### config.mk
export PLATFORM = sky130hd
export DESIGN_NAME = pitw_fifo
export DESIGN_NICKNAME = d
export VERILOG_FILES = /design/src/rtl/pitw_fifo.sv
export VERILOG_INCLUDE_DIRS = /design/src /design/src/rtl
export SDC_FILE = /design/constraint.sdc
export NUM_CORES = 1
export LEC_CHECK = 0
export BUFFER_PORTS_ARGS = -buffer_cell sky130_fd_sc_hd__buf_2
export CORE_MARGIN = 4
export CORE_UTILIZATION = 50
export DETAILED_ROUTE_END_ITERATION = 7
export GPL_TIMING_DRIVEN = 0
export PLACE_DENSITY = 0.79
export SLEW_MARGIN = 30
export SYNTH_ARGS = -nofsm -noshare
export SYNTH_HDL_FRONTEND = slang
export SYNTH_SLANG_ARGS = --single-unit
### constraint.sdc
create_clock -name clk -period 5.1 [get_ports clk]
set_input_delay 1.02 -clock clk [delete_from_list [all_inputs] [get_ports clk]]
set_output_delay 1.02 -clock clk [all_outputs]
set_load 0.01 [all_outputs]
### src/rtl/point_in_triangle_winding_macros.svh
// assertion macros shared by the point-in-triangle winding rtl
// expects a clock named clk and a synchronous active-high reset named rst in the user module
`ifndef POINT_IN_TRIANGLE_WINDING_MACROS_SVH
`define POINT_IN_TRIANGLE_WINDING_MACROS_SVH

// same-cycle implication, checked outside reset
`define PITW_ASSERT_NOW(label, cond, expr, msg) \
  label: assert property (@(posedge clk) disable iff (rst) (cond) |-> (expr)) else $error(msg);

// next-cycle implication, checked outside reset
`define PITW_ASSERT_NEXT(label, cond, expr, msg) \
  label: assert property (@(posedge clk) disable iff (rst) (cond) |=> (expr)) else $error(msg);

`endif

### src/rtl/pitw_fifo.sv
// small first-word-fall-through queue between the front and the back
// depends on point_in_triangle_winding_macros.svh
`default_nettype none
`include "point_in_triangle_winding_macros.svh"

module pitw_fifo #(
  parameter int WIDTH = 8,
  parameter int DEPTH = 4
) (
  input  wire              clk,
  input  wire              rst,
  input  wire              push,
  output logic             full,
  input  wire  [WIDTH-1:0] din,
  input  wire              pop,
  output logic             empty,
  output logic [WIDTH-1:0] dout
);

  localparam int PW = (DEPTH > 1) ? $clog2(DEPTH) : 1;
  localparam int CW = $clog2(DEPTH + 1);

  logic [WIDTH-1:0] mem [DEPTH];
  logic [PW-1:0]    wr_ptr, rd_ptr;
  logic [CW-1:0]    count;
  logic             wr_en, rd_en;

  assign full  = (count == CW'(DEPTH));
  assign empty = (count == '0);
  assign wr_en = push && !full;
  assign rd_en = pop && !empty;
  assign dout  = mem[rd_ptr];

  always_ff @(posedge clk) begin
    if (rst) begin
      wr_ptr <= '0;
      rd_ptr <= '0;
      count  <= '0;
    end else begin
      if (wr_en) begin
        wr_ptr <= (wr_ptr == PW'(DEPTH - 1)) ? '0 : wr_ptr + PW'(1);
      end
      if (rd_en) begin
        rd_ptr <= (rd_ptr == PW'(DEPTH - 1)) ? '0 : rd_ptr + PW'(1);
      end
      if (wr_en && !rd_en) begin
        count <= count + CW'(1);
      end else if (rd_en && !wr_en) begin
        count <= count - CW'(1);
      end
    end
  end

  always_ff @(posedge clk) begin
    if (wr_en) begin
      mem[wr_ptr] <= din;
    end
  end

  `PITW_ASSERT_NEXT(a_count_up, wr_en && !rd_en, count == $past(count) + CW'(1), "fifo count did not rise")
  `PITW_ASSERT_NEXT(a_count_hold, wr_en && rd_en, count == $past(count), "fifo count moved on a pass-through")
  `PITW_ASSERT_NOW(a_count_bound, 1'b1, count <= CW'(DEPTH), "fifo count beyond depth")

endmodule

`default_nettype wire

==> impl_metrics.toml <==
[synth]
yosysTopAreaCell = "edfxtp_1"
synth_edf_count = 32
synth-compound-area-share = 0.0304
synthMuxAreaShare = 0.122
synthAdderAreaFrac = 0.0578
netlist_instances = 92
yosys.cell_count.top_type = "edfxtp_1"
synth_area_leaders = "edfxtp_1, dfxtp_1, mux4_2"
async_reset_ff_frac = 0
yosysUniqueCellTypes = 26
synth_top_family_by_area = "multiplexers"
yosys.area_share.simple = 0.0570
synth_top_area_frac = 0.584
synth_area_um2 = 1650
ys.flop_type = "edfxtp_1"
ys_seq_elements = 41
avgSynthCellArea_um2 = 17.9
synth_nets = 111
yosysWarnings = 0
synth_xor_area_frac = 0.0106
synthTopCellsByCount = "edfxtp_1, dfxtp_1, mux4_2"
yosysSeqAreaShare = 0.694

[clocking]
cts_max_level = 2
cts_buffers = 5
clockBufferDepth = 2
tritoncts = "yes"
cts.sink_count = 41
cts.root.buffer_cell = "clkbuf_4"
ctsHoldBuffers = 0
insertion_delay_ps = 340
cts_resized = 0
clkTransAtPathRegs_ps = 120
post_cts_buffers = 0

[global_routing]
antenna_found_initial = 0
grt_pass1_vias = 906
gr-total-overflow = 0
grt_util_all_layers = 0.137
grt_max_degree = 14
grt_pass1_wl_um = 4110

[sta]
finalHoldViolCount = 0
rsz0062_at_grt = "no"
slew_headroom = 0.666
tightest_slew_ps = 500
finalCriticalPeriod_ps = 2670
setup_viol = 0
finClkSkew_ps = 8.05
final.period_utilization = 0.523
fmaxAchievable_mhz = 375
slew_violations = 0
tns_ps = 0

[floorplanning]
ios = 22
die_x_um = 65.4
die_area_um2 = 4270
design.core.area_um2 = 3100
start_util = 0.530
rows = 20
die_y_um = 65.4

[final_layout]
final_util = 0.606
area_delta_synth_final_pct = 14.2
final_layout_size_suffix_gt1_frac = 0.383
nets = 138
num_antenna_cells = 0
fill_cells = 253

[setup_path]
rr_worst_depth = 10
arrival_ps = 1650
crit_path_start_kind = "register"
cp_max_fo = 8
critical_path_class = "register to output pin"
crit_path_end_kind = "output pin"
cp.required_ps = 4080

[route]
drt_first_pass_iters = 4
drt_iter0_markers = 25
drc = 0
vias = 844
wirelength_um = 2450
viasPerCell = 5.15
postRouteAntennaNets = 0
wl_per_cell_um = 14.9

[flow_run]
drv_cap = 0

[power]
seqPwrFrac = 0.500
total_power_mw = 0.864
p_switching_mw = 0.241
power_frac_clock = 0.232
ir_worst_vdd_uv = 254
p_leak_nw = 0.694
p_int_mw = 0.623
power_frac_comb = 0.268
switching_share = 0.279
p_per_area_nw_per_um2 = 460

[placement]
place_congestion = 0.734
hpwl_um = 1800
port_buffers = 20

[hold_path]
hold_path.class = "register to register"
hold-path-cell-count = 2

[status]
status = "complete, no violations"
==> worst paths after layout <==
path | from | end | slack [ps]
worst max-delay path | register | dout[7] | 2430
worst min-delay path | wr_ptr[1]$_SDFFE_PP0P_ | wr_ptr[1]$_SDFFE_PP0P_ | 540
worst max register to register | count[0]$_SDFFE_PP0P_ | count[2]$_SDFFE_PP0P_ | 2790
worst min register to register | wr_ptr[1]$_SDFFE_PP0P_ | wr_ptr[1]$_SDFFE_PP0P_ | 540
==> cell usage in the layout, fill, tap and decap left out, types with 2 or more instances in the layout <==
master,count
nor2_1,3
mux4_2,8
inv_1,4
buf_2,21
edfxtp_1,32
dfxtp_1,9
ha_1,6
nor3_1,2
xor2_1,2
and3_2,4
o31ai_2,2
a21oi_1,3
nand3_1,2
clkbuf_4,5
mux2i_1,2
==> area by class of cell <==
class,count,area [um2],area share
clock inverter,3,41.3,0.0220
multi-input combinational,42,457,0.243
inverter,5,23.8,0.0126
tap,44,55.1,0.0293
buffer,4,23.8,0.0126
timing repair buffer,20,100,0.0533
clock buffer,5,37.5,0.0200
sequential,41,1140,0.607
==> layer usage <==
| metal | GRT usage | wire length [um] | part of all wire |
|---|---|---|---|
| met2 | 0.243 | 1360 | 0.56 |
| met4 | 0.0596 | 48 | 0.020 |
| met5 | 0 | 0 | 0 |
| met3 | 0.0615 | 143 | 0.058 |
| met1 | 0.136 | 895 | 0.37 |
==> worst max-delay path, cell delays in order, from the launching register on <==
cell and delay [ps]:
dfxtp_1 330, buf_2 270, mux4_2 550, buf_2 160
==> state kept, by name (all words and copies together) (netlist names), named ones only <==
name / cells
wr_ptr: 2
count: 3
rd_ptr: 2
mem: 32
==> power groups by stage <==
stage | Combinational [mW] | Clock, mW | Sequential [mW]
2_1_floorplan | 0.170 | 0 | 0.433
3_3_place_gp | 0.227 | 0 | 0.436
3_5_place_dp | 0.236 | 0 | 0.440
4_1_cts | 0.236 | 0.206 | 0.432
5_1_grt | 0.259 | 0.227 | 0.437
6_report | 0.232 | 0.200 | 0.432
==> per-stage QoR <==
stage / instances / hold WS [ps] / instance area, um2 / worst slack, ps
after floorplan: 92 / 463 / 1650 / 2580
after global placement: 156 / 475 / 1800 / 2380
after detailed placement: 156 / 524 / 1800 / 2320
after CTS: 164 / 542 / 1880 / 2380
after global routing: 164 / 576 / 1880 / 2300
final: 164 / 536 / 1880 / 2430
==> cell families (layout without fill, tap and decap cells) <==
group                    Yosys count  after routing
adder cells (fa/ha/maj)            7              7
flip-flops                        41             41
multiplexers                      10             10
buffers and inverters              9             37
AND/OR/NAND/NOR                   16             16
XOR/XNOR                           2              2
AO/OA/AOI/OAI                      7              7
No activity file was read; power rests on OpenSTA's default activity.
