==> config.mk <==
export PLATFORM = sky130hd
export DESIGN_NAME = pitw_front
export DESIGN_NICKNAME = d
export VERILOG_FILES = /design/src/rtl/point_in_triangle_winding_macros.svh /design/src/rtl/pitw_pkg.sv /design/src/rtl/pitw_front.sv
export SDC_FILE = /design/constraint.sdc
export NUM_CORES = 1
export LEC_CHECK = 0
export ABC_AREA = 0
export BUFFER_PORTS_ARGS = -buffer_cell sky130_fd_sc_hd__buf_2
export CORE_MARGIN = 4
export CORE_UTILIZATION = 60
export DETAILED_ROUTE_END_ITERATION = 8
export PLACE_DENSITY_LB_ADDON = 0.3
export SYNTH_ARGS = -nofsm -noshare
export SYNTH_HDL_FRONTEND = slang
export SYNTH_SLANG_ARGS = --single-unit
==> constraint.sdc <==
create_clock -name clk -period 23 [get_ports clk]
set_clock_uncertainty 0.15 [all_clocks]
set_input_delay 2.3 -clock clk [delete_from_list [all_inputs] [get_ports clk]]
set_output_delay 2.3 -clock clk [all_outputs]
set_load 0.01 [all_outputs]
==> src/rtl/point_in_triangle_winding_macros.svh <==
// assertion macros shared by the point-in-triangle winding rtl
// expects a clock named clk and a synchronous active-high reset named rst in the user module
`ifndef POINT_IN_TRIANGLE_WINDING_MACROS_SVH
`define POINT_IN_TRIANGLE_WINDING_MACROS_SVH

// same-cycle implication, checked outside reset
`define PITW_ASSERT_NOW(label, cond, expr, msg) \
  label: assert property (@(posedge clk) disable iff (rst) (cond) |-> (expr)) else $error(msg);

// next-cycle implication, checked outside reset
`define PITW_ASSERT_NEXT(label, cond, expr, msg) \
  label: assert property (@(posedge clk) disable iff (rst) (cond) |=> (expr)) else $error(msg);

`endif

==> src/rtl/pitw_pkg.sv <==
// shared types, codes and helpers for the point-in-triangle winding block
// no dependencies
`default_nettype none

package pitw_pkg;

  localparam int NUM_EDGES  = 3;
  localparam int NUM_DIFFS  = 4;
  localparam int WIND_WIDTH = 4;

  typedef logic [1:0] quad_t;
  typedef logic signed [WIND_WIDTH-1:0] wind_t;

  // quadrant of a vertex relative to the test point
  localparam quad_t QUAD_NE = 2'd0;
  localparam quad_t QUAD_NW = 2'd1;
  localparam quad_t QUAD_SW = 2'd2;
  localparam quad_t QUAD_SE = 2'd3;

  // what one edge contributes, before any arithmetic
  typedef enum logic [1:0] {
    EDGE_NONE,
    EDGE_INC,
    EDGE_DEC,
    EDGE_DIAG
  } edge_kind_t;

  // classification handed from the front to the back
  typedef struct packed {
    logic       reject;
    edge_kind_t kind_20;
    edge_kind_t kind_01;
    edge_kind_t kind_12;
  } class_t;

  function automatic edge_kind_t classify_edge(input quad_t qp, input quad_t qn);
    edge_kind_t kind;
    if (qp == qn) begin
      kind = EDGE_NONE;
    end else if (quad_t'(qp + 2'd1) == qn) begin
      kind = EDGE_INC;
    end else if (quad_t'(qn + 2'd1) == qp) begin
      kind = EDGE_DEC;
    end else begin
      kind = EDGE_DIAG;
    end
    return kind;
  endfunction

endpackage

`default_nettype wire

==> src/rtl/pitw_front.sv <==
// front stage: box reject, vertex quadrants, edge classes and edge differences
// depends on pitw_pkg
`default_nettype none

module pitw_front #(
  parameter int COORD_WIDTH = 16
) (
  input  wire                                   clk,
  input  wire                                   rst,
  input  wire                                   push,
  output logic                                  full,
  input  wire  signed [COORD_WIDTH-1:0]         point_x,
  input  wire  signed [COORD_WIDTH-1:0]         point_y,
  input  wire  signed [COORD_WIDTH-1:0]         vert0_x,
  input  wire  signed [COORD_WIDTH-1:0]         vert0_y,
  input  wire  signed [COORD_WIDTH-1:0]         vert1_x,
  input  wire  signed [COORD_WIDTH-1:0]         vert1_y,
  input  wire  signed [COORD_WIDTH-1:0]         vert2_x,
  input  wire  signed [COORD_WIDTH-1:0]         vert2_y,
  output logic                                  out_valid,
  input  wire                                   out_ready,
  output pitw_pkg::class_t                      out_class,
  output logic [pitw_pkg::NUM_EDGES-1:0][pitw_pkg::NUM_DIFFS-1:0][COORD_WIDTH:0] out_diff
);

  typedef logic [pitw_pkg::NUM_DIFFS-1:0][COORD_WIDTH:0] diffs_t;

  function automatic pitw_pkg::quad_t quadrant(
    input logic signed [COORD_WIDTH-1:0] x,
    input logic signed [COORD_WIDTH-1:0] y,
    input logic signed [COORD_WIDTH-1:0] px,
    input logic signed [COORD_WIDTH-1:0] py
  );
    pitw_pkg::quad_t q;
    if (x < px) begin
      q = (y < py) ? pitw_pkg::QUAD_SW : pitw_pkg::QUAD_NW;
    end else begin
      q = (y < py) ? pitw_pkg::QUAD_SE : pitw_pkg::QUAD_NE;
    end
    return q;
  endfunction

  // yp-yn, px-xp, xp-xn, yp-py at one extra bit, so each is exact
  function automatic diffs_t edge_diffs(
    input logic signed [COORD_WIDTH-1:0] xp,
    input logic signed [COORD_WIDTH-1:0] yp,
    input logic signed [COORD_WIDTH-1:0] xn,
    input logic signed [COORD_WIDTH-1:0] yn,
    input logic signed [COORD_WIDTH-1:0] px,
    input logic signed [COORD_WIDTH-1:0] py
  );
    logic signed [COORD_WIDTH:0] exp_, eyp, exn, eyn, epx, epy;
    diffs_t d;
    exp_ = {xp[COORD_WIDTH-1], xp};
    eyp  = {yp[COORD_WIDTH-1], yp};
    exn  = {xn[COORD_WIDTH-1], xn};
    eyn  = {yn[COORD_WIDTH-1], yn};
    epx  = {px[COORD_WIDTH-1], px};
    epy  = {py[COORD_WIDTH-1], py};
    d[0] = eyp - eyn;
    d[1] = epx - exp_;
    d[2] = exp_ - exn;
    d[3] = eyp - epy;
    return d;
  endfunction

  logic            load;
  logic            reject;
  pitw_pkg::quad_t q0, q1, q2;
  logic            valid_next;

  assign full      = out_valid && !out_ready;
  assign load      = push && !full;
  assign valid_next = load || (out_valid && !out_ready);

  // outside the box when beyond every vertex on one axis
  assign reject = (point_x < vert0_x && point_x < vert1_x && point_x < vert2_x) ||
                  (point_x > vert0_x && point_x > vert1_x && point_x > vert2_x) ||
                  (point_y < vert0_y && point_y < vert1_y && point_y < vert2_y) ||
                  (point_y > vert0_y && point_y > vert1_y && point_y > vert2_y);

  assign q0 = quadrant(vert0_x, vert0_y, point_x, point_y);
  assign q1 = quadrant(vert1_x, vert1_y, point_x, point_y);
  assign q2 = quadrant(vert2_x, vert2_y, point_x, point_y);

  always_ff @(posedge clk) begin
    if (rst) begin
      out_valid <= 1'b0;
    end else begin
      out_valid <= valid_next;
    end
  end

  always_ff @(posedge clk) begin
    if (load) begin
      out_class.reject  <= reject;
      out_class.kind_20 <= pitw_pkg::classify_edge(q2, q0);
      out_class.kind_01 <= pitw_pkg::classify_edge(q0, q1);
      out_class.kind_12 <= pitw_pkg::classify_edge(q1, q2);
      out_diff[0] <= edge_diffs(vert2_x, vert2_y, vert0_x, vert0_y, point_x, point_y);
      out_diff[1] <= edge_diffs(vert0_x, vert0_y, vert1_x, vert1_y, point_x, point_y);
      out_diff[2] <= edge_diffs(vert1_x, vert1_y, vert2_x, vert2_y, point_x, point_y);
    end
  end

endmodule

`default_nettype wire

==> flow_summary_export.csv, run 1 <==
group,metric,value,unit
run_status,status,"finished, final reports clean",
timing,min_period,5.32,ns
timing,grt_setup_unrepaired,"no",
finish,finish.utilization,71.9,%
worst_hold_path,min_from,"out_valid",
power_and_ir_drop,vdd_drop_max,0.0000799,V
clock_network,postCtsHoldBufs,0,
critical_path,timing.critical_path.mode_cell,"buf_2",
clock_network,cts_setup_buffers,0,
global_route,gr-total-overflow,0,
clock_network,cts_tree,"done",
timing,finalSetupViolCount,0,
worst_hold_path,hold_path_class,"reg -> reg",
critical_path,cp_max_fo,3,
clock_network,clk_pin_slew_worst_paths,0.06,ns
global_route,grt_max_degree,84,
route,drc,0,
synthesis,synth_edf_count,211,
synthesis,ys_seq_area_share,40.3,%
placed_design,placed_cell_area,17900,sq um
floorplanning,die_h,170,um
floorplanning,core-area,26000,sq um
flow_run,maxCapViolations,0,
route,ant_nets,0,
placed_design,dp_hpwl,34400,um
clock_network,clk_latency,0.52,ns
power_and_ir_drop,p_leak,8.56,nW
global_route,grt_pass1_wl,66600,um
critical_path,reg2reg_from,"out_valid",
global_route,grt_use_total,28.8,%
route,first_pass_iters,6,
route,drt_iter0_markers,1278,
placed_design,place_congestion,0.918,
clock_network,cts_buffer_depth,3,
finish,final_cell_area,18700,sq um
synthesis,async_flop_share,0,%
critical_path,crit_type,"in -> out",
critical_path,crit_path_start,"out_ready",
timing,fin_crit_sh,23.1,%
synthesis,synthCells,1550,
floorplanning,die_w,170,um
synthesis,syn-num-nets,1893,
route,vias,13400,
critical_path,crit_arrival,2.87,ns
critical_path,required,20.55,ns
floorplanning,rows,59,
critical_path,worstSetupEndpointType,"primary output",
synthesis,synth.distinct_cells,78,
clock_network,cts.sinks,212,
timing,fin_tns_setup,0,ns
route,wl_per_cell,19.3,um
power_and_ir_drop,cellPowerDensity,69.0,nW/um^2
floorplanning,die-area,28900,sq um
critical_path,crit_path_top_delay_cell,"nor2b_1",
timing,drv_slew,0,
timing,maxSlewHeadroom,26.6,%
clock_network,cts_root_buf,"clkbuf_16",
placed_design,portBuffers,344,
critical_path,crit_path_max_incr_delay,0.27,ns
finish,final_cell_mix,"buf_2 (344), edfxtp_1 (211), ha_1 (199), inv_1 (169), nor2_1 (122)",
timing,hold_viol,0,
critical_path,crit_chain,"buf_2 > nor2b_1 > buf_2",
route,viasPerCell,5.89,
finish,area_delta_synth_final,18.5,%
route,wl,43900,um
synthesis,syn_area_per_cell,10.2,sq um
global_route,antenna_found_initial,3,
synthesis,synthFlopType,"edfxtp_1",
timing,tightest_slew,1.10,ns
finish,final_common_cell,"buf_2",
floorplanning,start_util,60.7,%
synthesis,yosys_warnings,0,
synthesis,syn_area,15800,sq um
global_route,grt_pass1_vias,12700,
finish,layout-drive-gt1-share,21.5,%
clock_network,cts_resized,0,
critical_path,start_kind,"primary input",
clock_network,numCtsBuffers,25,
synthesis,ys_ff_latch,212,
timing,timing.fmax,0.188,GHz
finish,num-nets-final,2259,
clock_network,htreeDepth,1,
floorplanning,io_pins,345,
==> worst paths after layout <==
path / endpoint / slack (ns) / cells past startpoint
min reg2reg: out_valid / 0.50 / 3
max: full / 17.68 / 3
max reg2reg: out_diff[114] / 20.33 / 4
min: out_valid / 0.50 / 3
==> state kept, by name, summed over array words and instances (netlist names) <==
name       flops
out_class      7
out_diff     204
out_valid      1
==> stage by stage <==
stage	worst slack (ns)	cells	hold WS, ns	total power (W)
6_report	17.68	2271	0.500	0.00129
3_5_place_dp	17.59	2224	0.492	0.000907
5_1_grt	17.64	2270	0.524	0.00135
2_1_floorplan	10.37	1550	0.517	0.000781
4_1_cts	17.67	2267	0.498	0.00129
3_3_place_gp	17.69	2224	0.480	0.000895
==> power by group <==
group          switching, W  internal, W  total [W]  leakage [nW]
registers         0.0000169     0.000497   0.000514          2.05
logic              0.000229     0.000164   0.000393          6.14
clock network      0.000162     0.000220   0.000382         0.373
==> synthesized netlist by cell type (6+ instances only) <==
cell type,instances,area share [%]
edfxtp_1,211,40
ha_1,199,16
inv_1,169,4.0
nor2_1,122,2.9
xnor2_1,112,6.2
a21oi_1,106,3.4
o21ai_0,89,2.8
nand2_1,60,1.4
nor2b_1,42,1.7
nor3_1,41,1.3
a21o_1,36,1.7
nand3_1,30,0.95
xor2_1,30,1.7
o21a_1,28,1.3
nand2b_1,24,0.95
nand4_1,19,0.75
and3_1,18,0.71
o211ai_1,15,0.71
mux2i_1,14,0.89
or3_1,13,0.52
fa_1,12,1.5
a21boi_0,11,0.52
nor4_1,11,0.44
o21bai_1,9,0.43
a31oi_1,8,0.32
a2111o_1,7,0.50
clkbuf_1,7,0.17
nand3b_1,7,0.33
or2_2,7,0.28
a211oi_1,6,0.29
==> worst max-delay path: cells and delay by family <==
family        cells  cell delay [ns]
buf+inv           2             0.30
simple gates      1             0.27
==> area by class of cell <==
cell class | instances | area [sq um]
multi-input cells | 1161 | 8750
repair buffers | 347 | 1740
fillers | 1955 | 7300
diodes | 4 | 10.0
clock inverters | 15 | 125
inverters | 169 | 634
flip-flops and latches | 212 | 6360
clock buffers | 28 | 637
well taps | 335 | 419
==> logic make-up after synthesis <==
family                   count (synthesis)  share of synthesized area [%]
AO/OA/AOI/OAI                          374                           15.7
XOR/XNOR                               142                           7.89
adder cells (fa/ha/maj)                213                           17.4
buffers and inverters                  177                           4.22
flip-flops                             212                           40.3
multiplexers                            18                           1.17
AND/OR/NAND/NOR                        414                           13.3
==> per-layer routing <==
layer | wire length (um) | track usage (%)
met1 | 19200 | 41.4
met2 | 19800 | 45.6
met5 | 0 | 0
met3 | 3670 | 4.51
met4 | 1190 | 8.30
(Power assumes the default switching activity.)
==> inputs of run 2 (changes only) <==
--- a/config.mk
+++ b/config.mk
@@ -8,7 +8,7 @@
 export ABC_AREA = 0
 export BUFFER_PORTS_ARGS = -buffer_cell sky130_fd_sc_hd__buf_2
 export CORE_MARGIN = 4
-export CORE_UTILIZATION = 60
+export CORE_UTILIZATION = 56
 export DETAILED_ROUTE_END_ITERATION = 8
 export PLACE_DENSITY_LB_ADDON = 0.3
 export SYNTH_ARGS = -nofsm -noshare
==> constraint.sdc (replaced) <==
create_clock -name clk -period 5.15 [get_ports clk]
set_clock_uncertainty 0.15 [all_clocks]
set_input_delay 0.515 -clock clk [delete_from_list [all_inputs] [get_ports clk]]
set_output_delay 0.515 -clock clk [all_outputs]
set_load 0.01 [all_outputs]
==> run 2 against run 1 <==
  * Via count is 0.78% lower
  * First-iteration DRC count fell by 25%
  * Sequential cell count did not move
  * Count of clock-buffer cells in the layout grew 4
  * Combinational power grew to 4.5 times the previous value
  * Total power grew to 4.5 times the previous value
  * Global-route usage decreased by 2.1 points
  * Die area increased by 6.8%
  * Sequential power grew to 4.5 times the previous value
  * Core utilization decreased by 4.3 points
  * Cell count increased by 2.0%
==> flow_summary_export.csv, run 2 (same netlist as run 1, synthesis figures left out) <==
group,metric,value,unit
floorplanning,die_w,176,um
clock_network,clk_pin_slew_worst_paths,0.06,ns
critical_path,reg2reg_slack,3.37,ns
floorplanning,start_util,56.8,%
global_route,grt_pass1_wl,66200,um
finish,max_flop_register,"out_diff",
global_route,grt_use_total,26.7,%
worst_hold_path,min_path_cells,3,
flow_run,maxCapViolations,0,
power_and_ir_drop,cellPowerDensity,309,nW/um^2
clock_network,cts_root_buf,"clkbuf_16",
global_route,grt_pass1_vias,12700,
worst_hold_path,hold_end,"out_valid",
route,wl_per_cell,18.8,um
critical_path,r2r_cells,3,
critical_path,crit_chain,"buf_2 > inv_1 > ha_1 > fa_1 > nor2b_1 > o21ai_0 > a21boi_0 > o2111ai_1 > a21boi_0 > o311a_1 > nand3b_1 > nand4_1",
clock_network,cts.sinks,212,
critical_path,crit_family,"compound AO/OA/AOI/OAI gates",
critical_path,crit_buf_inv,2,
critical_path,required,5.27,ns
placed_design,place_congestion,0.910,
route,first_pass_iters,5,
power_and_ir_drop,p_leak,8.59,nW
timing,grt_setup_unrepaired,"no",
finish,top_regs,"out_diff x204, out_class x7, out_valid x1",
finish,num-nets-final,2261,
worst_hold_path,hold_path_class,"in -> reg",
route,drc,0,
critical_path,crit_arrival,3.21,ns
timing,maxSlewHeadroom,46.8,%
global_route,grt_max_degree,124,
floorplanning,die_h,176,um
route,drt_iter0_markers,962,
critical_path,worstSetupEndpointType,"flop",
finish,area_delta_synth_final,19.1,%
finish,largest_reg_flops,204,
timing,fin_crit_sh,60.0,%
route,vias,13300,
critical_path,start_kind,"primary input",
critical_path,crit_path_top_delay_cell,"a21boi_0",
placed_design,dp_hpwl,34800,um
floorplanning,die-area,30900,sq um
clock_network,numCtsBuffers,25,
timing,hold_viol,0,
timing,drv_slew,0,
global_route,antenna_found_initial,3,
placed_design,preCtsSetupSlack,1.55,ns
worst_hold_path,min_from,"push",
timing,fin_tns_setup,0,ns
route,viasPerCell,5.73,
clock_network,htreeDepth,1,
finish,final_cell_mix,"buf_2 (344), edfxtp_1 (211), ha_1 (199), inv_1 (169), nor2_1 (122)",
floorplanning,core-area,27800,sq um
clock_network,clk_latency,0.52,ns
route,ant_nets,0,
timing,finalSetupViolCount,0,
global_route,gr-total-overflow,0,
critical_path,crit_type,"in -> reg",
clock_network,cts_tree,"done",
timing,timing.fmax,0.324,GHz
timing,hold_slack,0.0906,ns
critical_path,reg2reg_from,"out_valid",
critical_path,cp_max_fo,4,
critical_path,timing.critical_path.mode_cell,"a21boi_0",
floorplanning,rows,61,
critical_path,r2r-end,"out_diff[83]",
power_and_ir_drop,vdd_drop_max,0.000206,V
clock_network,cts_setup_buffers,0,
route,wl,43500,um
timing,tightest_slew,0.788,ns
timing,setup_slack,2.06,ns
placed_design,portBuffers,344,
finish,layout-drive-gt1-share,21.6,%
finish,final_common_cell,"buf_2",
clock_network,cts_buffer_depth,3,
critical_path,crit_path_max_incr_delay,0.48,ns
run_status,status,"finished, final reports clean",
floorplanning,io_pins,345,
timing,min_period,3.09,ns
## run 2: how the worst max path moves through the flow
stage	startpoint	end	slack, ns	cells past startpoint
after floorplan	out_ready	out_class[0]	0.80	2
after detailed placement	point_y[4]	out_class[3]	1.55	11
after global routing	vert1_y[0]	out_diff[150]	1.84	12
after CTS	point_y[4]	out_class[3]	2.13	11
after global placement	point_y[1]	out_class[3]	1.66	11
final	vert1_y[0]	out_diff[150]	2.06	12
## run 2: report_power, final
group	switching, W	leakage, nW	internal (W)	total [W]
Sequential	0.0000701	2.05	0.00222	0.00229
Clock	0.000716	0.390	0.00104	0.00175
Combinational	0.00102	6.15	0.000734	0.00175
## run 2: metrics by stage
stage	area, sq um	util, %	power, W	cells
after global placement	18000	64.7	0.00400	2268
after global routing	18800	67.6	0.00609	2316
after floorplan	15800	-	0.00347	1550
after detailed placement	18000	64.7	0.00405	2268
final	18800	67.6	0.00580	2316
after CTS	18800	67.6	0.00581	2313
## run 2: metal layers
metal	wire length (um)	vias up	global-route usage (%)	share of wire (%)
met3	3840	95	5.68	8.8
met2	19300	543	41.6	44
met5	0	-	0	0
li1	-	6425	-	-
met4	1650	0	10.4	3.8
met1	18700	6201	36.9	43
## run 2: worst reg2reg max path, delay by kind of cell, from the launching register on
family                 cells  cell delay (ns)
AND/OR/NAND/NOR            2             0.35
buffers and inverters      1             0.56
flip-flops                 1             0.31
## run 2: layout make-up
| type | count | area [sq um] |
|---|---|---|
| Clock inverter | 12 | 136 |
| Multi-Input combinational cell | 1161 | 8750 |
| Timing Repair Buffer | 349 | 1770 |
| Inverter | 169 | 634 |
| Sequential cell | 212 | 6360 |
| Tap cell | 378 | 473 |
| Antenna cell | 3 | 7.51 |
| Fill cell | 2306 | 8990 |
| Clock buffer | 32 | 652 |
## run 2: what timing repair did
| item | in CTS | in global routing |
|---|---|---|
| endpoints found under the hold margin | 1 | 0 |
| gates resized for setup | 0 | 0 |
| hold buffers | 1 | 0 |
==> inputs of run 3 (changes only) <==
--- a/config.mk
+++ b/config.mk
@@ -8,7 +8,7 @@
 export ABC_AREA = 0
 export BUFFER_PORTS_ARGS = -buffer_cell sky130_fd_sc_hd__buf_2
 export CORE_MARGIN = 4
-export CORE_UTILIZATION = 56
+export CORE_UTILIZATION = 51
 export DETAILED_ROUTE_END_ITERATION = 8
 export PLACE_DENSITY_LB_ADDON = 0.3
 export SYNTH_ARGS = -nofsm -noshare
==> constraint.sdc (replaced) <==
create_clock -name clk -period 2.8 [get_ports clk]
set_clock_uncertainty 0.15 [all_clocks]
set_input_delay 0.28 -clock clk [delete_from_list [all_inputs] [get_ports clk]]
set_output_delay 0.28 -clock clk [all_outputs]
set_load 0.01 [all_outputs]
==> run 3 against run 2 <==
  * Count of clock-buffer cells in the layout fell by 1
  * Highest routed layer is now met5
  * Hold slack worse by 0.073 ns
  * First-iteration DRC count increased by 9.0%
  * Total power grew 89%
  * Critical endpoint is now out_diff[65]
  * Die area is 9.3% higher
  * Largest power group unchanged
  * Cell count up 11%
  * Cell area increased by 9.6%
  * Global-route usage increased by 0.25 points
  * Sequential cell count unchanged
==> flow_summary_export.csv, run 3 (same netlist as run 1, synthesis figures left out) <==
group,metric,value,unit
run_status,status,"finished, final reports clean",
finish,fill_cells,2444,
finish,num-nets-final,2492,
critical_path,reg2reg_slack,0.98,ns
power_and_ir_drop,p_leak,9.67,nW
finish,area_delta_synth_final,30.6,%
timing,tightest_slew,0.793,ns
timing,min_period,2.60,ns
route,ant_nets,0,
global_route,gr-total-overflow,0,
finish,final_common_cell,"buf_2",
power_and_ir_drop,sw_frac_of_total,31.7,%
worst_hold_path,hold_path_class,"in -> reg",
power_and_ir_drop,internal_power,0.00750,W
floorplanning,io_pins,345,
critical_path,required,2.93,ns
clock_network,clk_latency,0.53,ns
global_route,grt_pass1_wl,72900,um
flow_run,maxCapViolations,0,
route,viasPerCell,5.50,
clock_network,cts_root_buf,"clkbuf_16",
route,drc,0,
finish,top_regs,"out_diff x204, out_class x7, out_valid x1",
global_route,grt_use_total,27.0,%
clock_network,cts_buffer_depth,3,
timing,hold_viol,0,
timing,timing.fmax,0.385,GHz
route,vias,14100,
timing,grt_setup_unrepaired,"no",
clock_network,numCtsBuffers,25,
finish,layout-drive-gt1-share,30.3,%
power_and_ir_drop,sequentialPowerShare,38.5,%
floorplanning,start_util,51.7,%
route,wl,47500,um
floorplanning,die-area,33800,sq um
placed_design,preCtsSetupSlack,-0.275,ns
critical_path,start_kind,"primary input",
finish,max_flop_register,"out_diff",
critical_path,worstSetupEndpointType,"flop",
clock_network,htreeDepth,1,
timing,finalSetupViolCount,0,
placed_design,dp_hpwl,38500,um
timing,setup_slack,0.202,ns
placed_design,portBuffers,344,
route,first_pass_iters,5,
power_and_ir_drop,pwr-share-comb,33.7,%
critical_path,cp_max_fo,2,
worst_hold_path,min_path_cells,3,
critical_path,crit_arrival,2.73,ns
finish,final_cell_area,20600,sq um
clock_network,cts.sinks,212,
route,drt_iter0_markers,1049,
timing,maxSlewHeadroom,47.2,%
finish,fin_cells,2563,
floorplanning,die_w,184,um
floorplanning,core-area,30500,sq um
placed_design,dp.cells,2514,
finish,final_cell_mix,"buf_2 (344), buf_4 (230), edfxtp_1 (211), ha_1 (194), inv_1 (164)",
global_route,antenna_found_initial,1,
floorplanning,rows,64,
power_and_ir_drop,vdd_drop_max,0.000457,V
timing,fin_crit_sh,92.8,%
power_and_ir_drop,cellPowerDensity,532,nW/um^2
placed_design,place_congestion,0.898,
floorplanning,die_h,184,um
power_and_ir_drop,p_sw,0.00347,W
critical_path,crit_type,"in -> reg",
placed_design,placed_cell_area,19800,sq um
timing,drv_slew,0,
clock_network,cts_setup_buffers,0,
clock_network,cts_tree,"done",
critical_path,r2r_cells,3,
clock_network,clk_pin_slew_worst_paths,0.06,ns
route,wl_per_cell,18.5,um
power_and_ir_drop,pwr-share-clk,27.8,%
global_route,grt_pass1_vias,13600,
finish,largest_reg_flops,204,
global_route,grt_max_degree,129,
-- run 3: cell type report --
cell class	instances	area (sq um)	share of cell area (%)
diodes	1	2.50	0.0121
clock buffers	31	648	3.15
clock inverters	13	83.8	0.407
inverters	169	649	3.15
multi-input cells	1161	8840	42.9
flip-flops and latches	212	6360	30.9
well taps	396	495	2.41
repair buffers	580	3530	17.1
-- run 3: power groups by stage --
stage	Clock, W	Sequential (W)	Combinational [W]
3_5_place_dp	0	0.00429	0.00365
6_report	0.00305	0.00423	0.00370
3_3_place_gp	0	0.00429	0.00356
4_1_cts	0.00310	0.00423	0.00369
5_1_grt	0.00324	0.00426	0.00406
2_1_floorplan	0	0.00448	0.00192
-- run 3: worst max-delay path, cell delays in order --
cell and delay, ns:
buf_2 0.12, inv_1 0.08, buf_4 0.12, ha_1 0.17, fa_1 0.20, nor2b_1 0.05, o21a_1 0.17, o21ai_0 0.36
a211oi_1 0.15, buf_4 0.17, a2111oi_2 0.45, o31ai_1 0.13, a21oi_1 0.19, xnor2_1 0.08
-- run 3: stage by stage --
step                utilization (%)  power (W)  hold WS, ns  setup TNS, ns
finish                         67.5     0.0110       0.0178              0
global route                   67.5     0.0116       0.0285              0
CTS                            67.5     0.0110      0.00170              0
detailed placement             65.0    0.00794        0.284          -8.37
global placement               65.0    0.00784        0.280          -5.11
floorplan                         -    0.00640        0.195        -286.74
-- run 3: final timing paths --
check | endpoint | from
worst max-delay path | out_diff[65] | vert2_y[0]
worst max register to register | out_diff[149] | out_valid
worst min-delay path | out_diff[34] | vert0_x[0]
worst min register to register | out_diff[51] | out_valid
-- run 3: per-layer routing --
layer	routed length (um)	GRT usage (%)
met1	21400	38.5
met2	21200	42.8
met3	3550	4.12
met4	1430	8.04
met5	7	0
-- run 3: what timing repair did --
item	CTS	global route
endpoints found under the hold margin	3	0
setup endpoints to repair	0	1
gates resized for setup	0	1
hold buffers	4	0
